===== src/hw/rtl/deflate_fixed_huffman_symbol_encoder_macros.svh =====
// Assertion helpers for the fixed Huffman symbol encoder.
// Each macro expects clk and rst_n in scope.
`ifndef DEFLATE_FIXED_HUFFMAN_SYMBOL_ENCODER_MACROS_SVH
`define DEFLATE_FIXED_HUFFMAN_SYMBOL_ENCODER_MACROS_SVH

// Check that a condition holds at every clock edge out of reset.
`define DFHE_ASSERT_ALWAYS(label, cond, msg) \
  label: assert property (@(posedge clk) disable iff (!rst_n) (cond)) \
    else $error(msg);

// Check that a consequent holds in the same cycle as its antecedent.
`define DFHE_ASSERT_IMPL(label, ante, cons, msg) \
  label: assert property (@(posedge clk) disable iff (!rst_n) (ante) |-> (cons)) \
    else $error(msg);

// Check that a consequent holds in the cycle after its antecedent.
`define DFHE_ASSERT_NEXT(label, ante, cons, msg) \
  label: assert property (@(posedge clk) disable iff (!rst_n) (ante) |=> (cons)) \
    else $error(msg);

`endif


===== src/hw/rtl/dfhe_pkg.sv =====
`default_nettype none

package dfhe_pkg;

  // Request codes
  localparam logic [2:0] REQ_HEADER  = 3'd0;
  localparam logic [2:0] REQ_LITERAL = 3'd1;
  localparam logic [2:0] REQ_MATCH   = 3'd2;
  localparam logic [2:0] REQ_EOB     = 3'd3;
  localparam logic [2:0] REQ_FLUSH   = 3'd4;

  // Accumulator geometry: up to 7 pending bits plus up to 31 new bits
  localparam int ACC_W    = 38;
  localparam int CNT_W    = 6;
  localparam int WORD_W   = 31;
  localparam int NBITS_W  = 5;

  // Symbol constants of the literal/length alphabet
  localparam logic [8:0] SYM_EOB       = 9'h100;
  localparam logic [8:0] SYM_LEN_FIRST = 9'h101;
  localparam logic [8:0] SYM_LEN_EXTRA = 9'h109;
  localparam logic [8:0] SYM_LEN_LAST  = 9'h11d;
  localparam logic [7:0] LIT_SPLIT     = 8'd144;

  // Length codes below this index use 7-bit Huffman codes
  localparam logic [4:0] LEN_IDX_SPLIT = 5'd23;
  localparam logic [4:0] LEN_IDX_EXTRA = 5'(SYM_LEN_EXTRA - SYM_LEN_FIRST);
  localparam logic [4:0] LEN_IDX_LAST  = 5'(SYM_LEN_LAST - SYM_LEN_FIRST);
  localparam logic [4:0] DIST_IDX_EXTRA = 5'd4;

  localparam int LEN_CODES  = 29;
  localparam int DIST_CODES = 30;

  localparam logic [8:0] LEN_MIN  = 9'd3;
  localparam logic [8:0] LEN_MAX  = 9'd258;
  localparam logic [15:0] DIST_MIN = 16'd1;
  localparam logic [15:0] DIST_MAX = 16'h8000;

  localparam logic [8:0] LEN_BASE [LEN_CODES] = '{
    9'd3, 9'd4, 9'd5, 9'd6, 9'd7, 9'd8, 9'd9, 9'd10, 9'd11, 9'd13,
    9'd15, 9'd17, 9'd19, 9'd23, 9'd27, 9'd31, 9'd35, 9'd43, 9'd51, 9'd59,
    9'd67, 9'd83, 9'd99, 9'd115, 9'd131, 9'd163, 9'd195, 9'd227, 9'd258
  };

  localparam logic [15:0] DIST_BASE [DIST_CODES] = '{
    16'd1, 16'd2, 16'd3, 16'd4, 16'd5, 16'd7, 16'd9, 16'd13, 16'd17, 16'd25,
    16'd33, 16'd49, 16'd65, 16'd97, 16'd129, 16'd193, 16'd257, 16'd385,
    16'd513, 16'd769, 16'd1025, 16'd1537, 16'd2049, 16'd3073, 16'd4097,
    16'd6145, 16'd8193, 16'd12289, 16'd16385, 16'd24577
  };

  typedef struct packed {
    logic [2:0]  req_type;
    logic        final_block;
    logic [7:0]  literal_byte;
    logic [8:0]  match_length;
    logic [15:0] match_distance;
  } dfhe_in_t;

  typedef struct packed {
    logic [7:0] out_byte;
    logic       last_byte;
  } dfhe_out_t;

  // Huffman codes go out MSB first, so flip them for LSB-first packing
  function automatic logic [4:0] rev5(input logic [4:0] v);
    logic [4:0] r;
    for (int i = 0; i < 5; i++) r[i] = v[4-i];
    return r;
  endfunction

  function automatic logic [6:0] rev7(input logic [6:0] v);
    logic [6:0] r;
    for (int i = 0; i < 7; i++) r[i] = v[6-i];
    return r;
  endfunction

  function automatic logic [7:0] rev8(input logic [7:0] v);
    logic [7:0] r;
    for (int i = 0; i < 8; i++) r[i] = v[7-i];
    return r;
  endfunction

  function automatic logic [8:0] rev9(input logic [8:0] v);
    logic [8:0] r;
    for (int i = 0; i < 9; i++) r[i] = v[8-i];
    return r;
  endfunction

endpackage

`default_nettype wire


===== src/hw/rtl/deflate_fixed_huffman_symbol_encoder.sv =====
// DEFLATE fixed Huffman (block type 01) symbol encoder. Each item is one
// request: block header, literal, length/distance match, end of block, or
// flush to the byte boundary. The request is held in an input register,
// turned into at most 31 LSB-first bits, and merged into a 38-bit
// accumulator in the same cycle; completed bytes leave through an output
// register one per cycle while out_stall is low, the last byte of each
// item marked. An item that produces at most one byte is taken every
// cycle while the output is not stalled; an item that produces several
// bytes keeps the byte output busy until each has left the single output
// register, and the next item waits in the input register until the
// accumulator holds fewer than 8 bits. Request codes 5 to 7 are dropped
// without output.
`default_nettype none
`include "deflate_fixed_huffman_symbol_encoder_macros.svh"

module deflate_fixed_huffman_symbol_encoder
  import dfhe_pkg::*;
(
  input  wire logic      clk,
  input  wire logic      rst_n,
  input  wire logic      in_valid,
  output logic           in_stall,
  input  wire dfhe_in_t  in_data,
  output logic           out_valid,
  input  wire logic      out_stall,
  output dfhe_out_t      out_data
);

  // Input register
  logic     s1_valid_r, s1_valid_nxt;
  dfhe_in_t s1_data_r;

  // Bit accumulator
  logic [ACC_W-1:0] acc_r, acc_nxt;
  logic [CNT_W-1:0] cnt_r, cnt_nxt;

  // Output register
  logic      out_valid_r, out_valid_nxt;
  dfhe_out_t out_data_r, out_data_nxt;

  // Encoder signals
  logic [8:0]         len_sat;
  logic [15:0]        dist_sat;
  logic [4:0]         len_idx;
  logic [4:0]         dist_idx;
  logic [2:0]         len_ext;
  logic [3:0]         dist_ext;
  logic [8:0]         len_diff;
  logic [15:0]        dist_diff;
  logic [8:0]         sym_bits;
  logic [3:0]         sym_len;
  logic [WORD_W-1:0]  word;
  logic [NBITS_W-1:0] nbits;
  logic               is_flush;

  // Packer signals
  logic             take;
  logic             out_free;
  logic             emit;
  logic [ACC_W-1:0] m_acc;
  logic [CNT_W-1:0] m_cnt;

  // Hold the item until the accumulator has no complete byte left
  assign take     = s1_valid_r && (cnt_r < CNT_W'(8));
  assign in_stall = s1_valid_r && !take;

  always_comb begin
    s1_valid_nxt = s1_valid_r;
    if (in_valid && !in_stall) begin
      s1_valid_nxt = 1'b1;
    end else if (take) begin
      s1_valid_nxt = 1'b0;
    end
  end

  always_ff @(posedge clk) begin
    if (!rst_n) begin
      s1_valid_r <= 1'b0;
    end else begin
      s1_valid_r <= s1_valid_nxt;
    end
  end

  always_ff @(posedge clk) begin
    if (in_valid && !in_stall) begin
      s1_data_r <= in_data;
    end
  end

  // Saturate match length and distance into their legal ranges
  always_comb begin
    len_sat = s1_data_r.match_length;
    if (len_sat < LEN_MIN) len_sat = LEN_MIN;
    if (len_sat > LEN_MAX) len_sat = LEN_MAX;
    dist_sat = s1_data_r.match_distance;
    if (dist_sat < DIST_MIN) dist_sat = DIST_MIN;
    if (dist_sat > DIST_MAX) dist_sat = DIST_MAX;
  end

  // Find length and distance codes from the base tables
  always_comb begin
    len_idx = '0;
    for (int k = 1; k < LEN_CODES; k++) begin
      if (len_sat >= LEN_BASE[k]) len_idx = 5'(k);
    end
    dist_idx = '0;
    for (int k = 1; k < DIST_CODES; k++) begin
      if (dist_sat >= DIST_BASE[k]) dist_idx = 5'(k);
    end
  end

  // Extra bit counts and offsets from the base values
  always_comb begin
    if (len_idx < LEN_IDX_EXTRA || len_idx == LEN_IDX_LAST) begin
      len_ext = '0;
    end else begin
      len_ext = 3'((len_idx - 5'd4) >> 1'b1 >> 1'b1);
    end
    if (dist_idx < DIST_IDX_EXTRA) begin
      dist_ext = '0;
    end else begin
      dist_ext = 4'((dist_idx - 5'd2) >> 1'b1);
    end
    len_diff  = len_sat - LEN_BASE[len_idx];
    dist_diff = dist_sat - DIST_BASE[dist_idx];
  end

  // Build the bit word for the request
  always_comb begin
    logic [NBITS_W-1:0] pos;
    logic [7:0]         lit;
    lit      = s1_data_r.literal_byte;
    word     = '0;
    nbits    = '0;
    is_flush = 1'b0;
    sym_bits = '0;
    sym_len  = '0;
    pos      = '0;
    case (s1_data_r.req_type)
      REQ_HEADER: begin
        word  = WORD_W'({2'b01, s1_data_r.final_block});
        nbits = NBITS_W'(3);
      end
      REQ_LITERAL: begin
        if (lit < LIT_SPLIT) begin
          word  = WORD_W'(rev8(8'h30 + lit));
          nbits = NBITS_W'(8);
        end else begin
          word  = WORD_W'(rev9(9'h190 + {1'b0, lit} - 9'd144));
          nbits = NBITS_W'(9);
        end
      end
      REQ_MATCH: begin
        if (len_idx < LEN_IDX_SPLIT) begin
          sym_bits = {2'b00, rev7(7'(SYM_LEN_FIRST - SYM_EOB) + {2'b00, len_idx})};
          sym_len  = 4'd7;
        end else begin
          sym_bits = {1'b0, rev8(8'hC0 + {3'b000, len_idx - LEN_IDX_SPLIT})};
          sym_len  = 4'd8;
        end
        word = WORD_W'(sym_bits);
        pos  = NBITS_W'(sym_len);
        word = word | (WORD_W'(len_diff[4:0]) << pos);
        pos  = pos + NBITS_W'(len_ext);
        word = word | (WORD_W'(rev5(dist_idx)) << pos);
        pos  = pos + NBITS_W'(5);
        word = word | (WORD_W'(dist_diff[12:0]) << pos);
        pos  = pos + NBITS_W'(dist_ext);
        nbits = pos;
      end
      REQ_EOB: begin
        word  = WORD_W'(rev7(7'(SYM_EOB - SYM_EOB)));
        nbits = NBITS_W'(7);
      end
      REQ_FLUSH: begin
        is_flush = 1'b1;
      end
      default: begin
        // drop unknown requests
        word  = '0;
        nbits = '0;
      end
    endcase
  end

  // Merge the item into the accumulator
  always_comb begin
    m_acc = acc_r;
    m_cnt = cnt_r;
    if (take) begin
      if (is_flush) begin
        m_cnt = (cnt_r != '0) ? CNT_W'(8) : '0;
      end else begin
        m_acc = acc_r | (ACC_W'(word) << cnt_r);
        m_cnt = cnt_r + CNT_W'(nbits);
      end
    end
  end

  // Emit one byte per cycle when the output register is free
  assign out_free = !out_valid_r || !out_stall;
  assign emit     = out_free && (m_cnt >= CNT_W'(8));

  always_comb begin
    acc_nxt       = m_acc;
    cnt_nxt       = m_cnt;
    out_valid_nxt = out_valid_r;
    out_data_nxt  = out_data_r;
    if (emit) begin
      acc_nxt                = m_acc >> 4'd8;
      cnt_nxt                = m_cnt - CNT_W'(8);
      out_valid_nxt          = 1'b1;
      out_data_nxt.out_byte  = m_acc[7:0];
      out_data_nxt.last_byte = (m_cnt < CNT_W'(16));
    end else if (!out_stall) begin
      out_valid_nxt = 1'b0;
    end
  end

  always_ff @(posedge clk) begin
    if (!rst_n) begin
      acc_r       <= '0;
      cnt_r       <= '0;
      out_valid_r <= 1'b0;
    end else begin
      acc_r       <= acc_nxt;
      cnt_r       <= cnt_nxt;
      out_valid_r <= out_valid_nxt;
    end
  end

  always_ff @(posedge clk) begin
    out_data_r <= out_data_nxt;
  end

  assign out_valid = out_valid_r;
  assign out_data  = out_data_r;

  // Bits above the pending count stay clear
  `DFHE_ASSERT_ALWAYS(a_acc_clean, (acc_r >> cnt_r) == '0, "accumulator has stray bits")
  // Pending count never exceeds the accumulator width
  `DFHE_ASSERT_ALWAYS(a_cnt_bound, cnt_r <= CNT_W'(ACC_W), "bit count overflow")
  // A byte that is not the last of its item leaves another full byte behind
  `DFHE_ASSERT_IMPL(a_more_bytes, out_valid_r && !out_data_r.last_byte, cnt_r >= CNT_W'(8), "missing byte after non-last byte")
  // A taken flush leaves the accumulator on a byte boundary
  `DFHE_ASSERT_NEXT(a_flush_align, take && is_flush && out_free, cnt_r == '0, "flush left partial byte")

endmodule

`default_nettype wire


===== config.mk =====
export PLATFORM = sky130hd
export DESIGN_NAME = deflate_fixed_huffman_symbol_encoder
export DESIGN_NICKNAME = d
export VERILOG_FILES = /design/src/hw/rtl/dfhe_pkg.sv /design/src/hw/rtl/deflate_fixed_huffman_symbol_encoder.sv
export VERILOG_INCLUDE_DIRS = /design/src /design/src/hw/rtl
export SDC_FILE = /design/constraint.sdc
export NUM_CORES = 1
export LEC_CHECK = 0
export BUFFER_PORTS_ARGS = -buffer_cell sky130_fd_sc_hd__buf_2
export CAP_MARGIN = 20
export CELL_PAD_IN_SITES_DETAIL_PLACEMENT = 0
export CELL_PAD_IN_SITES_GLOBAL_PLACEMENT = 2
export CORE_ASPECT_RATIO = 1.5
export CORE_MARGIN = 3
export CORE_UTILIZATION = 28
export DETAILED_ROUTE_END_ITERATION = 16
export PLACE_DENSITY_LB_ADDON = 0.1
export SLEW_MARGIN = 15
export SYNTH_ARGS = -nofsm -noshare
export SYNTH_HDL_FRONTEND = slang
export SYNTH_SLANG_ARGS = --single-unit

===== constraint.sdc =====
create_clock -name clk -period 10.8 [get_ports clk]
set_input_delay 1.62 -clock clk [delete_from_list [all_inputs] [get_ports clk]]
set_output_delay 1.62 -clock clk [all_outputs]
set_load 0.005 [all_outputs]

==> run summary <==
The flow ran to the end, and the final reports show no timing, DRC or antenna violations. The maximum net fanout on the critical path came out at 29. The number of nets at the end of the flow is 1626. By instance count, the cell type seen most on the critical path is ha_1. The total via count in the routed design is 12600. The final instance area came out at around 0.013 mm2.

The total negative slack for setup checks came out at 0 ns. The via count of the first global-routing pass is 12500. The count of final max-slew check failures came to 0. The die span in y came out at 256 um. In the layout the commonest cells are nor2_1, nand2_1, a21oi_1. TritonCTS built the clock tree. STA classifies the critical path endpoint as a register. The share of total power in combinational logic is around three quarters. The proportion of register bits with asynchronous set or reset after synthesis came out at 0%. The switching component of the power is 2.04 mW. The largest individual stage delay along the critical path comes from the cell edfxtp_1. The number of I/O port buffers is 51.

Of the available clock period, the critical path in the final layout requires 88.6%. The post-cts gate resize count is 0. The largest total area in the synthesized netlist belongs to edfxtp_1. The worst endpoint data arrival time came out at 9.82 ns. The clock latency on the worst-skew pair came out at between 0.3 and 0.4 ns.

Counting the buffers created by CTS gives 9. The number of antenna violations at the first check in global routing is 0. The register share of total power came out at between 10% and 20%. The number of warnings printed during yosys synthesis is 0. The share of the synthesized area in the top cell type is 11.9%.

Setup repair after global routing left no endpoint under its margin. Row generation in the floorplan step produced 90 rows. The kind of path behind the tightest hold check is register to register. The floorplan step defined a core boundary enclosing 0.0407 mm2. The final-report setup violation count came out at 0.

The internal power of the cells is 1.55 mW. The synthesized instance count came out at 1553. The number of detailed-route iterations in the first pass is 5. For this design, the sink count on the clock tree is 92. The total overflow reported by the global router came out at 0. Net switching is 56.8% of the power. The pin count of the biggest net entering global routing came out at 44. The floorplan step defined a die boundary enclosing 0.0441 mm2. The worst stage delay on the critical path is 0.68 ns. The H-tree was split into 3 levels. The number of nets produced by synthesis is 1644.

The total DRC errors in the routed layout came out at 0. The cell area after synthesis came out at 0.0116 mm2. The routed wire length came out at 51200 um.

After clock tree synthesis, the clock-pin slew on the worst setup and hold paths is about 0.08 ns. The largest voltage drop on the vdd net is ~0.17 mV. The critical path starts at s1_data_r[19]$_DFFE_PP_. The critical path in this run is classified as register to register. The fraction of layout instances using a drive strength above 1 is 11.2%. The average footprint of a synthesized cell is 7.50 um2. The repair_antennas step left the layout with diodes totalling 0. The number of violations of the max-capacitance limit came out at 0. The number of DRC markers in iteration 0 is 891. The global-route wire length before repair is approximately 78000 um. The synthesized design contains 92 register bits.

The die width is approximately 170 um. In this design, the largest share of critical-path delay is due to buffers and inverters. The total power divided by cell area is 281 mW/mm2. For this configuration, the core starts out at a cell density of 28.7%. The total buffers and inverters traversed by the critical path came out at 8. The sequential area share after synthesis came out at 19.8%. Ranked by total cell area, the synthesized netlist is headed by edfxtp_1, dfxtp_1, nor2_1, nand2_1, ha_1. After clock tree synthesis, the setup repair step added 0 buffers. Summed over all cells, the static leakage comes to approximately 4.7 nW. At the worst endpoint, the required time is 11.05 ns. Measured on the finished design, the core utilization comes to 31.4%.

The clock network burns roughly 10% of the power. The post-DP HPWL came out at 40200 um. The max-slew headroom at the worst pin is 35.7%. The post-route clock skew is ~0.012 ns. The transition time at the pin with the least slew margin came out at 0.957 ns. The via density per instance came out at 6.05.

The launching point of the worst reg2reg path is s1_data_r[19]$_DFFE_PP_. The final count of hold timing violations came out at 0. The detail route stage leaves a number of antenna-violating nets equal to 0. The minimum clock period after layout came out at 9.57 ns.

The area growth from synthesis to layout is 9.63%. The post-detailed-placement cell area is approximately 0.012 mm2. Global routing consumed, over all layers together, 22.4% of the routing resources. Dividing the detail-routed wire length by the instance count gives 24.5 um. The final weighted congestion in routability-driven placement is a little under 0.9.

The number of buffers inserted by hold repair at cts is 0. The fmax is 0.105 GHz. In this run, distinct cell masters in the synthesized netlist total 100. The most used flip-flop cell after synthesis is edfxtp_1.

The startpoint identified for the worst hold timing path is acc_r[37]$_SDFF_PP0_. The most common cell after layout, fill and taps aside is nor2_1. The setup slack on the worst flop-to-flop path is roughly 1.2 ns. The tree is rooted in a clkbuf_16.

The number of enable flip-flop cells after synthesis came out at 46. The worst-case clock buffer depth came out at 2. STA classifies the critical path startpoint as a register. The total I/O pin count is 52.
==> synth_stat cells (12+ instances only) <==
cell type  number
a211oi_1       35
a21o_1         31
a21oi_1        82
a221oi_1       18
a311oi_1       13
a31oi_1        25
and2_1         14
buf_2          12
clkbuf_1       87
dfxtp_1        46
edfxtp_1       46
ha_1           45
inv_1          49
mux2i_1        30
nand2_1       158
nand2b_1       27
nand3_1        41
nand4_1        15
nor2_1        172
nor2b_1        31
nor3_1         42
nor4_1         16
o2111ai_1      16
o211ai_1       43
o21ai_0        72
o221ai_1       14
o22ai_1        18
o311a_1        13
o31ai_1        16
or2_2          15
or3_1          18
or4_1          15
xnor2_1        16
xor2_1         12
==> per-layer routing <==
metal | wire length (um) | GRT usage, %
met2 | 26500 | 41.6
met1 | 20800 | 26.0
met4 | 2360 | 9.58
met3 | 1500 | 2.11
met5 | 0 | 0
==> final timing paths <==
path / to / depth (start not counted)
setup reg to reg: acc_r[10]$_SDFF_PN0_ / 36
hold / removal: acc_r[37]$_SDFF_PP0_ / 2
hold reg to reg: acc_r[37]$_SDFF_PP0_ / 2
setup / recovery: acc_r[10]$_SDFF_PN0_ / 36
==> flip-flops by register name, summed over array words and instances, names as in the netlist <==
register	count
acc_r	38
s1_data_r	37
out_data	9
cnt_r	6
out_valid	1
s1_valid_r	1
==> power by group through the flow <==
stage | combinational, mW | clock (mW) | sequential [mW]
2_1_floorplan | 1.79 | 0 | 0.510
3_3_place_gp | 2.64 | 0 | 0.555
3_5_place_dp | 2.63 | 0 | 0.553
4_1_cts | 2.64 | 0.387 | 0.547
5_1_grt | 2.90 | 0.397 | 0.558
6_report | 2.67 | 0.370 | 0.547
==> worst reg2reg max path, delay by kind of cell, from the launching register on <==
kind                     cells  cell delay [ns]
AO/OA/AOI/OAI                9             1.80
flip-flops                   1             0.68
adder cells (fa/ha/maj)      6             1.79
XOR/XNOR                     3             0.41
AND/OR/NAND/NOR             10             2.23
buffers and inverters        8             2.50
==> logic make-up (layout without fill, tap and decap cells) <==
kind of cell    after synthesis  after routing  share of synthesized area (%)
simple gates                602            602                           25.5
compound gates              567            567                           36.7
buf+inv                     168            155                           5.63
flops                        92             92                           19.8
fa+ha+maj                    50             50                           5.69
mux                          44             44                           4.32
xor+xnor                     30             30                           2.38
==> per-stage QoR <==
stage / instances / setup slack (ns) / power [mW] / hold slack, ns
final: 2092 / 1.23 / 3.59 / 0.461
after detailed placement: 2074 / 1.31 / 3.18 / 0.444
after global routing: 2092 / 0.463 / 3.85 / 0.491
after CTS: 2090 / 1.25 / 3.58 / 0.466
after floorplan: 1553 / 2.86 / 2.30 / 0.424
after global placement: 2074 / 1.42 / 3.19 / 0.440
==> layout make-up <==
cell class / instances / area (um2)
clock buffers: 11 / 275
clock inverters: 5 / 62.6
fillers: 4479 / 27900
inverters: 56 / 213
multi-input cells: 1293 / 8710
flip-flops and latches: 92 / 2300
well taps: 552 / 691
repair buffers: 83 / 513
No activity file was read; power rests on OpenSTA's default activity.
